$ cat src/hw/rtl/mrfr_pkg.sv
package mrfr_pkg;

    // Frame layout constants.
    localparam logic [7:0]  HDR0      = 8'hFD;
    localparam logic [7:0]  HDR1      = 8'hEE;
    localparam logic [15:0] CRC_POLY  = 16'h8408;
    localparam logic [4:0]  CRC_END   = 5'd14;
    localparam logic [4:0]  LAST_IDX  = 5'd15;
    localparam logic [4:0]  FRAME_LEN = 5'd16;
    localparam logic [4:0]  POS_B0    = 5'd7;
    localparam logic [4:0]  POS_B1    = 5'd8;
    localparam logic [4:0]  POS_B2    = 5'd9;
    localparam logic [4:0]  POS_B3    = 5'd10;

    // Result of one parser step, handed to the output register.
    typedef struct packed {
        logic        emit;
        logic        ok;
        logic [31:0] position;
    } result_t;

    // Reflected CRC-CCITT update over one byte, LSB first.
    function automatic logic [15:0] crc_byte(input logic [15:0] crc_in, input logic [7:0] b);
        logic [15:0] crc;
        crc = crc_in ^ {8'h00, b};
        for (int i = 0; i < 8; i++) begin
            if (crc[0])
                crc = (crc >> 1) ^ CRC_POLY;
            else
                crc = crc >> 1;
        end
        return crc;
    endfunction

endpackage

$ cat src/hw/rtl/motor_reply_frame_receiver_top.sv
// An accepted byte is registered, parsed when the output register is free, and a frame's
// result is registered in the output register and shown on out_valid after its 16th byte.
// Throughput: one byte per cycle unless stalled; the CRC byte update and frame counter set it.
// Only a result held back by out_ready stalls the input, after one more byte is buffered.
// Reset: rst_n is asynchronous, active low; it returns the receiver to hunting for 0xFD,
// clears the CRC, the gathered and held position words, and empties both registers.
module motor_reply_frame_receiver_top (
    input  logic        clk,
    input  logic        rst_n,
    input  logic        in_valid,
    output logic        in_ready,
    input  logic [7:0]  rx_byte,
    output logic        out_valid,
    input  logic        out_ready,
    output logic        frame_ok,
    output logic [31:0] motor_position
);

    // Input register: one received byte waits here for the parser.
    logic        s1_valid_reg, s1_valid_next;
    logic [7:0]  s1_byte_reg;

    // Output register: one result item waits here for the consumer.
    logic        out_valid_reg, out_valid_next;
    logic        out_ok_reg;
    logic [31:0] out_pos_reg;

    logic              out_free;
    logic              advance;
    mrfr_pkg::result_t parse_res;

    // The output register can take a new result when it is empty or being drained.
    // The parser steps only then, since any byte could close a frame.
    assign out_free = !out_valid_reg || out_ready;
    assign advance  = s1_valid_reg && out_free;
    assign in_ready = !s1_valid_reg || advance;

    mrfr_parser u_parser (
        .clk     (clk),
        .rst_n   (rst_n),
        .step_en (advance),
        .rx_byte (s1_byte_reg),
        .res     (parse_res)
    );

    always_comb
    begin
        s1_valid_next = s1_valid_reg;
        if (in_valid && in_ready)
            s1_valid_next = 1'b1;
        else if (advance)
            s1_valid_next = 1'b0;

        out_valid_next = out_valid_reg;
        if (out_free)
            out_valid_next = advance && parse_res.emit;
    end

    always_ff @(posedge clk or negedge rst_n)
    begin
        if (!rst_n)
        begin
            s1_valid_reg  <= 1'b0;
            out_valid_reg <= 1'b0;
        end
        else
        begin
            s1_valid_reg  <= s1_valid_next;
            out_valid_reg <= out_valid_next;
        end
    end

    // Payload registers carry no reset.
    always_ff @(posedge clk)
    begin
        if (in_valid && in_ready)
            s1_byte_reg <= rx_byte;
        if (advance && parse_res.emit)
        begin
            out_ok_reg  <= parse_res.ok;
            out_pos_reg <= parse_res.position;
        end
    end

    assign out_valid      = out_valid_reg;
    assign frame_ok       = out_ok_reg;
    assign motor_position = out_pos_reg;

    // A buffered byte that cannot be parsed stays put until the output frees up.
    assert property (@(posedge clk) disable iff (!rst_n)
        s1_valid_reg && !advance |=> s1_valid_reg && $stable(s1_byte_reg))
        else $error("buffered byte lost or changed while stalled");

    // Every frame closed by the parser turns into a presented result.
    assert property (@(posedge clk) disable iff (!rst_n)
        advance && parse_res.emit |=> out_valid)
        else $error("completed frame produced no result");

    // A rejected frame never changes the reported position.
    assert property (@(posedge clk) disable iff (!rst_n)
        advance && parse_res.emit && !parse_res.ok && out_valid_reg
        |=> motor_position == $past(motor_position))
        else $error("rejected frame altered the position word");

endmodule

$ cat src/hw/rtl/mrfr_parser.sv
module mrfr_parser (
    input  logic                  clk,
    input  logic                  rst_n,
    input  logic                  step_en,
    input  logic [7:0]            rx_byte,
    output mrfr_pkg::result_t     res
);

    localparam logic [1:0] PH_HUNT = 2'd0;
    localparam logic [1:0] PH_SYNC = 2'd1;
    localparam logic [1:0] PH_BODY = 2'd2;

    logic [1:0]  phase_reg,   phase_next;
    logic [4:0]  count_reg,   count_next;
    logic [15:0] crc_reg,     crc_next;
    logic [31:0] pend_reg,    pend_next;
    logic [7:0]  crc_lo_reg,  crc_lo_next;
    logic [31:0] held_reg,    held_next;
    logic        frame_match;

    always_comb
    begin
        phase_next  = phase_reg;
        count_next  = count_reg;
        crc_next    = crc_reg;
        pend_next   = pend_reg;
        crc_lo_next = crc_lo_reg;
        held_next   = held_reg;
        res.emit    = 1'b0;
        res.ok      = 1'b0;
        res.position = held_reg;
        frame_match = (crc_lo_reg == crc_reg[7:0]) && (rx_byte == crc_reg[15:8]);

        unique case (phase_reg)
            PH_HUNT:
            begin
                if (rx_byte == mrfr_pkg::HDR0)
                begin
                    phase_next  = PH_SYNC;
                    count_next  = 5'd1;
                    crc_next    = mrfr_pkg::crc_byte(16'h0000, rx_byte);
                    pend_next   = '0;
                    crc_lo_next = '0;
                end
            end
            PH_SYNC:
            begin
                if (rx_byte == mrfr_pkg::HDR1)
                begin
                    phase_next = PH_BODY;
                    count_next = 5'd2;
                    crc_next   = mrfr_pkg::crc_byte(crc_reg, rx_byte);
                end
                else
                begin
                    phase_next  = PH_HUNT;
                    count_next  = '0;
                    crc_next    = '0;
                    pend_next   = '0;
                    crc_lo_next = '0;
                end
            end
            PH_BODY:
            begin
                if (count_reg >= mrfr_pkg::FRAME_LEN || count_reg == mrfr_pkg::LAST_IDX)
                begin
                    // Either the closing byte of a frame or a count that cannot occur.
                    if (count_reg == mrfr_pkg::LAST_IDX)
                    begin
                        res.emit = 1'b1;
                        res.ok   = frame_match;
                        if (frame_match)
                        begin
                            held_next    = pend_reg;
                            res.position = pend_reg;
                        end
                    end
                    phase_next  = PH_HUNT;
                    count_next  = '0;
                    crc_next    = '0;
                    pend_next   = '0;
                    crc_lo_next = '0;
                end
                else
                begin
                    if (count_reg < mrfr_pkg::CRC_END)
                        crc_next = mrfr_pkg::crc_byte(crc_reg, rx_byte);
                    if (count_reg == mrfr_pkg::POS_B0)
                        pend_next[7:0] = pend_reg[7:0] | rx_byte;
                    if (count_reg == mrfr_pkg::POS_B1)
                        pend_next[15:8] = pend_reg[15:8] | rx_byte;
                    if (count_reg == mrfr_pkg::POS_B2)
                        pend_next[23:16] = pend_reg[23:16] | rx_byte;
                    if (count_reg == mrfr_pkg::POS_B3)
                        pend_next[31:24] = pend_reg[31:24] | rx_byte;
                    if (count_reg == mrfr_pkg::CRC_END)
                        crc_lo_next = rx_byte;
                    count_next = count_reg + 5'd1;
                end
            end
            default:
            begin
                phase_next  = PH_HUNT;
                count_next  = '0;
                crc_next    = '0;
                pend_next   = '0;
                crc_lo_next = '0;
            end
        endcase
    end

    always_ff @(posedge clk or negedge rst_n)
    begin
        if (!rst_n)
        begin
            phase_reg  <= PH_HUNT;
            count_reg  <= '0;
            crc_reg    <= '0;
            pend_reg   <= '0;
            crc_lo_reg <= '0;
            held_reg   <= '0;
        end
        else if (step_en)
        begin
            phase_reg  <= phase_next;
            count_reg  <= count_next;
            crc_reg    <= crc_next;
            pend_reg   <= pend_next;
            crc_lo_reg <= crc_lo_next;
            held_reg   <= held_next;
        end
    end

endmodule
$ cat config.mk
export PLATFORM = sky130hd
export DESIGN_NAME = motor_reply_frame_receiver_top
export DESIGN_NICKNAME = d
export VERILOG_FILES = /design/src/hw/rtl/mrfr_pkg.sv /design/src/hw/rtl/motor_reply_frame_receiver_top.sv /design/src/hw/rtl/mrfr_parser.sv
export SDC_FILE = /design/constraint.sdc
export NUM_CORES = 1
export LEC_CHECK = 0
export ABC_CLOCK_PERIOD_IN_PS = 4900
export BUFFER_PORTS_ARGS = -buffer_cell sky130_fd_sc_hd__buf_2
export CORE_MARGIN = 5
export CORE_UTILIZATION = 35
export DETAILED_ROUTE_END_ITERATION = 8
export GPL_ROUTABILITY_DRIVEN = 0
export PLACE_DENSITY_LB_ADDON = 0.2
export SLEW_MARGIN = 20
export SYNTH_ARGS = -nofsm -noshare
export SYNTH_HDL_FRONTEND = slang
export SYNTH_HIERARCHICAL = 1
export SYNTH_SLANG_ARGS = --single-unit
$ cat constraint.sdc
create_clock -name clk -period 4.9 [get_ports clk]
set_clock_uncertainty 0.05 [all_clocks]
set_input_delay 0.49 -clock clk [delete_from_list [all_inputs] [get_ports clk]]
set_output_delay 0.49 -clock clk [all_outputs]
set_load 0.005 [all_outputs]
==> flow_summary.toml, run 1 <==
[placed_design]
dp_cells = 740
place_area_um2 = 6666
io_buffers = 46
dpl.hpwl_mm = 8.719
dp_slack_ns = 1.681

[route]
vias_per_cell = 5.054
wl_per_cell_um = 17.71
drt.antenna.violating_nets = 0
drt-pass1-iter-count = 5
drtIter0Drc = 257
routed_wl_mm = 13.67
vias = 3902
drc_errors = 0

[yosys]
async_reset_ff_share_pct = 70.29
synth_top_cell_area_share_pct = 38.58
ys_ff_latch = 138
ys_seq_area_share_pct = 58.15
netlist_instances = 489
synth_cell_type_count = 50
yosys_most_used_dff = "dfrtp_1"
synth_edf_count = 41
synth_top_area_cell = "dfrtp_1"
synthTopCellsByArea = "dfrtp_1 39%, edfxtp_1 20%, mux2_4 7.2%, mux2_2 6.1%, xnor2_1 3.3%"
ys.warnings.count = 6
syn_area_um2 = 6291
syn_avg_cell_area_um2 = 12.87
syn-num-nets = 506

[grt]
grt_pass1_wl_mm = 22.44
overflow = 0
antenna_found_initial = 0
grt_max_degree = 58
grt_util_all_layers_pct = 14.00
first_global_vias = 4049

[sta]
max_freq_mhz = 308.2
fin_ws_ns = 1.655
slew_headroom_pct = 33.83
fin_crit_sh_pct = 66.23
finalSetupTns_ns = 0
max_slew.worst_pin.slew_ns = 0.9905
rsz0062_at_grt = "no"
finalCriticalPeriod_ns = 3.245
finalMaxSlewViolations = 0
setup-violations-final = 0
finalHoldViolations = 0

[layout]
layout_commonest_cell = "dfrtp_1"
utilization_pct = 40.59
antenna_cells = 0
layout.cells.most_common_list = "97 x dfrtp_1, 45 x buf_2, 42 x nor2_1"
design_area_um2 = 7242
fin_nets = 547
areaGrowthSynthToFinish_pct = 15.12
instances_no_fill = 772
layout-drive-gt1-share_pct = 29.65

[run_status]
outcome = "finished, final reports clean"

[clock_network]
cts_setup_buffers = 0
htreeDepth = 4
cts_resized = 0
cts.sinks = 138
cts_buffers = 17
cts_tree = "built"
path_clk_slew_ns = 0.06
clk_latency_ns = 0.42
clk_path_buf_depth = 2
clockRootBuffer = "clkbuf_16"
cts_hold_buffers = 0

[floorplan]
die-area_um2 = 20760
die_y_um = 144.1
core_area_um2 = 17840
core.rowCount = 49
die_w_um = 144.1
start_util_pct = 35.26
ios = 47

[setup_path]
crit_type = "register to register"
cp.arrival_ns = 3.47
startpoint = "u_parser/count_reg[0]"
crit_top_cell = "ha_1"
end_kind = "register"
startpoint_type = "register"
critPathMaxFanout = 17
r2r-end = "u_parser/crc_reg[1]"
crit_required_ns = 5.12
r2r_cells = 8
crit_chain = "ha_1 > and3_1 > ha_1 > or4b_2 > nor2_1 > or2_1 > a21o_1 > o311ai_0"
setup.worst_path.end = "u_parser/crc_reg[1]"
r2r-start = "u_parser/count_reg[0]"
max_stage_delay_ns = 0.75
rrSetupSlack_ns = 1.65
crit_slowest_cell = "or4b_2"

[power]
internal-power_w = 0.002560
switchingPower_w = 0.001357
combPwrFrac_pct = 26.2
power_density_nw_per_um2 = 540.9
p_leak_nw = 3.380
p_clk_share_pct = 31.8
vdd_drop_max_mv = 0.2932
seq_power_share_pct = 42.0
switching_share_pct = 34.64

[worst_hold_path]
min_path_type = "input pin to asynchronous set/reset pin"

[flow_run]
max_cap_viol_count = 0
metrics by stage:
stage	hold WS [ns]	power, W
final	0.09112	0.003917
after global routing	0.1502	0.004146
after CTS	0.1143	0.003949
after detailed placement	0.4413	0.002684
after global placement	0.4352	0.002653
after floorplan	0.1444	0.002389
cell families (layout without fill, tap and decap cells):
logic type               after synthesis  after routing  synth area share [%]
AND/OR/NAND/NOR                      120            120                 9.706
adder cells (fa/ha/maj)                5              5                0.9944
AO/OA/AOI/OAI                         83             83                 8.174
buffers and inverters                 35             89                 3.600
XOR/XNOR                              44             44                 6.126
flip-flops                           138            138                 58.15
multiplexers                          64             64                 13.25
critical path: cells and delay by family (launching register included):
| kind | cells | cell delay (ns) |
|---|---|---|
| adder cells (fa/ha/maj) | 2 | 0.50 |
| AO/OA/AOI/OAI | 2 | 0.44 |
| AND/OR/NAND/NOR | 4 | 1.66 |
| flip-flops | 1 | 0.44 |
Yosys cell counts, drive strengths merged, types with 2 or more instances:
library cell  count
inv               4
nand4             2
a211oi            2
nand2            41
nand3             4
xor2             20
a22oi             3
clkbuf           11
mux2             64
a31oi            26
edfxtp           41
buf              20
nor2             43
nor3              4
dfrtp            97
and2              2
and4              2
nor4              3
nor2b             4
a32o              5
xnor2            24
or2               2
nand2b            2
nand3b            2
o21ai            22
o311ai            2
a21oi            16
ha                5
or3b              2
o21a              2
a22o              2
worst min-delay path by stage:
stage,start,endpoint,slack [ns]
6_report,rst_n,u_parser/held_reg[24],0.09
2_1_floorplan,rst_n,out_valid,0.14
3_3_place_gp,u_parser/held_reg[31],u_parser/held_reg[31],0.44
4_1_cts,rst_n,u_parser/held_reg[20],0.11
5_1_grt,rst_n,u_parser/held_reg[20],0.15
3_5_place_dp,u_parser/held_reg[0],u_parser/held_reg[0],0.44
power by group through the flow:
| stage | combinational [W] | clock [W] | sequential (W) |
|---|---|---|---|
| after global routing | 0.00115 | 0.00132 | 0.00168 |
| final | 0.00103 | 0.00124 | 0.00165 |
| after floorplan | 0.000836 | 0 | 0.00155 |
| after global placement | 0.000998 | 0 | 0.00165 |
| after CTS | 0.00103 | 0.00128 | 0.00164 |
| after detailed placement | 0.00102 | 0 | 0.00166 |
routing by layer:
metal,track usage [%],share of wire [%]
met1,19.48,48
met2,21.22,45
met3,3.704,5.3
met4,4.906,1.4
met5,0,0
cell type report:
type                            count  area, um2
Clock buffer                       17      425.4
Fill cell                        1710      10600
Sequential cell                   138       3659
Timing Repair Buffer               53      285.3
Clock inverter                     15      150.1
Tap cell                          229      286.5
Inverter                            4      15.01
Multi-Input combinational cell    316       2421
No activity file was read; power rests on OpenSTA's default activity.
==> run 2: changes to the inputs <==
--- a/config.mk
+++ b/config.mk
@@ -5,7 +5,7 @@
 export SDC_FILE = /design/constraint.sdc
 export NUM_CORES = 1
 export LEC_CHECK = 0
-export ABC_CLOCK_PERIOD_IN_PS = 4900
+export ABC_CLOCK_PERIOD_IN_PS = 3300
 export BUFFER_PORTS_ARGS = -buffer_cell sky130_fd_sc_hd__buf_2
 export CORE_MARGIN = 5
 export CORE_UTILIZATION = 35
==> constraint.sdc (replaced) <==
create_clock -name clk -period 3.3 [get_ports clk]
set_clock_uncertainty 0.05 [all_clocks]
set_input_delay 0.33 -clock clk [delete_from_list [all_inputs] [get_ports clk]]
set_output_delay 0.33 -clock clk [all_outputs]
set_load 0.005 [all_outputs]
==> flow_summary.toml, run 2 (synthesized netlist as in run 1, its figures left out) <==
[layout]
layout_commonest_cell = "dfrtp_1"
design_area_um2 = 7366
fill_cells = 1699
antenna_cells = 0
layout-drive-gt1-share_pct = 30.13
areaGrowthSynthToFinish_pct = 17.08
fin_nets = 555
multi_input_area_um2 = 2419
final-seq-area_um2 = 3659
layout.cells.most_common_list = "97 x dfrtp_1, 45 x buf_2, 43 x nor2_1"

[floorplan]
core.rowCount = 49
die-area_um2 = 20760
start_util_pct = 35.26
die_w_um = 144.1
ios = 47
die_y_um = 144.1
core_area_um2 = 17840

[grt]
antenna_found_initial = 0
grt_util_all_layers_pct = 14.05
overflow = 0
first_global_vias = 4144
grt_pass1_wl_mm = 22.60
grt_max_degree = 51

[power]
power_density_nw_per_um2 = 806.8
p_clk_share_pct = 33.2
vdd_drop_max_mv = 0.4405
p_leak_nw = 3.453
seq_power_share_pct = 41.0
switching_share_pct = 33.40
internal-power_w = 0.003958
fin_total_pwr_w = 0.005943
combPwrFrac_pct = 25.8
switchingPower_w = 0.001985

[sta]
finalMaxSlewViolations = 0
fin_crit_sh_pct = 86.94
finalSetupTns_ns = 0
slew_headroom_pct = 45.08
finalCriticalPeriod_ns = 2.869
max_slew.worst_pin.slew_ns = 0.8176
setup-violations-final = 0
finalHoldViolations = 0
fin_ws_ns = 0.4310
rsz0062_at_grt = "no"
max_freq_mhz = 348.6

[setup_path]
r2r-end = "u_parser/held_reg[2]"
cp.arrival_ns = 3.12
startpoint_type = "register"
crit_required_ns = 3.55
setup.worst_path.end = "u_parser/held_reg[2]"
critPathMaxFanout = 32
crit_chain = "ha_1 > and3_1 > ha_1 > nand2_1 > nor2_1 > nand4_1 > or3b_2 > buf_4 > mux2_4"
cp_top_family = "simple AND/OR/NAND/NOR gates"
startpoint = "u_parser/count_reg[1]"
crit_top_cell = "ha_1"
rrSetupSlack_ns = 0.43
max_stage_delay_ns = 0.49
end_kind = "register"
crit_slowest_cell = "or3b_2"
crit_type = "register to register"
path_buf_inv = 1
r2r_cells = 9
r2r-start = "u_parser/count_reg[1]"
crit_cells = 9

[run_status]
outcome = "finished, final reports clean"

[worst_hold_path]
min_path_type = "input pin to register"

[placed_design]
dpl.hpwl_mm = 8.693
place_area_um2 = 6741
dp_slack_ns = 0.4319
io_buffers = 46

[clock_network]
clockRootBuffer = "clkbuf_16"
htreeDepth = 4
cts_buffers = 17
cts_hold_buffers = 1
cts.sinks = 138
clk_path_buf_depth = 2
clk_latency_ns = 0.42
cts_resized = 0
cts_tree = "built"
cts_setup_buffers = 0
path_clk_slew_ns = 0.06

[flow_run]
max_cap_viol_count = 0

[route]
drc_errors = 0
drt-pass1-iter-count = 4
routed_wl_mm = 13.81
wl_per_cell_um = 17.71
drtIter0Drc = 312
drt.antenna.violating_nets = 0
vias = 3959
vias_per_cell = 5.076
-- run 2: changes by cell type in the layout (fill, tap and decap cells not counted), moves of 2 or more --
cell | before | now
clkbuf_1 | 0 | 2
buf_12 | 0 | 2
buf_4 | 8 | 13
clkinvlp_4 | 6 | 3
clkbuf_8 | 0 | 3
-- run 2: area by class of cell --
| cell class | count | share of cell area [%] |
|---|---|---|
| Sequential cell | 138 | 49.67 |
| Multi-Input combinational cell | 316 | 32.84 |
| Clock buffer | 22 | 6.438 |
| Timing Repair Buffer | 61 | 5.062 |
| Tap cell | 229 | 3.890 |
| Clock inverter | 10 | 1.902 |
| Inverter | 4 | 0.2038 |
-- run 2: worst reg2reg max path: cells and delay by family (launching register included) --
| kind | cells | cell delay [ns] |
|---|---|---|
| mux | 1 | 0.39 |
| simple gates | 5 | 1.08 |
| fa+ha+maj | 2 | 0.47 |
| buf+inv | 1 | 0.32 |
| flops | 1 | 0.44 |
-- run 2: power by group through the flow --
stage / Combinational, W / Clock (W) / Sequential (W)
final: 0.00153 / 0.00197 / 0.00244
after global routing: 0.00173 / 0.00209 / 0.00248
after CTS: 0.00153 / 0.00202 / 0.00243
after detailed placement: 0.00152 / 0 / 0.00246
after global placement: 0.00150 / 0 / 0.00245
after floorplan: 0.00124 / 0 / 0.00231
-- run 2: worst min path at each step --
stage / end / cells past startpoint / startpoint
final: s1_byte_reg[5] / 1 / rx_byte[5]
after global routing: s1_byte_reg[3] / 1 / rx_byte[3]
after CTS: s1_byte_reg[5] / 1 / rx_byte[5]
after detailed placement: u_parser/held_reg[20] / 1 / rst_n
after global placement: u_parser/held_reg[20] / 1 / rst_n
after floorplan: out_valid / 0 / rst_n
-- run 2: layer usage --
metal | routed length [um] | vias to the layer above | global-route usage, %
met2 | 6228 | 118 | 21.41
met4 | 183 | 0 | 5.055
met5 | 0 | - | 0
met3 | 862 | 14 | 3.439
li1 | - | 1840 | -
met1 | 6536 | 1987 | 19.56
-- run 2: metrics by stage --
| stage | hold slack [ns] | cells | util, % |
|---|---|---|---|
| global placement | 0.3467 | 747 | 37.79 |
| CTS | 0.01506 | 780 | 41.29 |
| floorplan | -0.01559 | 489 | - |
| finish | 0.03563 | 780 | 41.29 |
| global route | 0.01859 | 780 | 41.29 |
| detailed placement | 0.3449 | 747 | 37.79 |
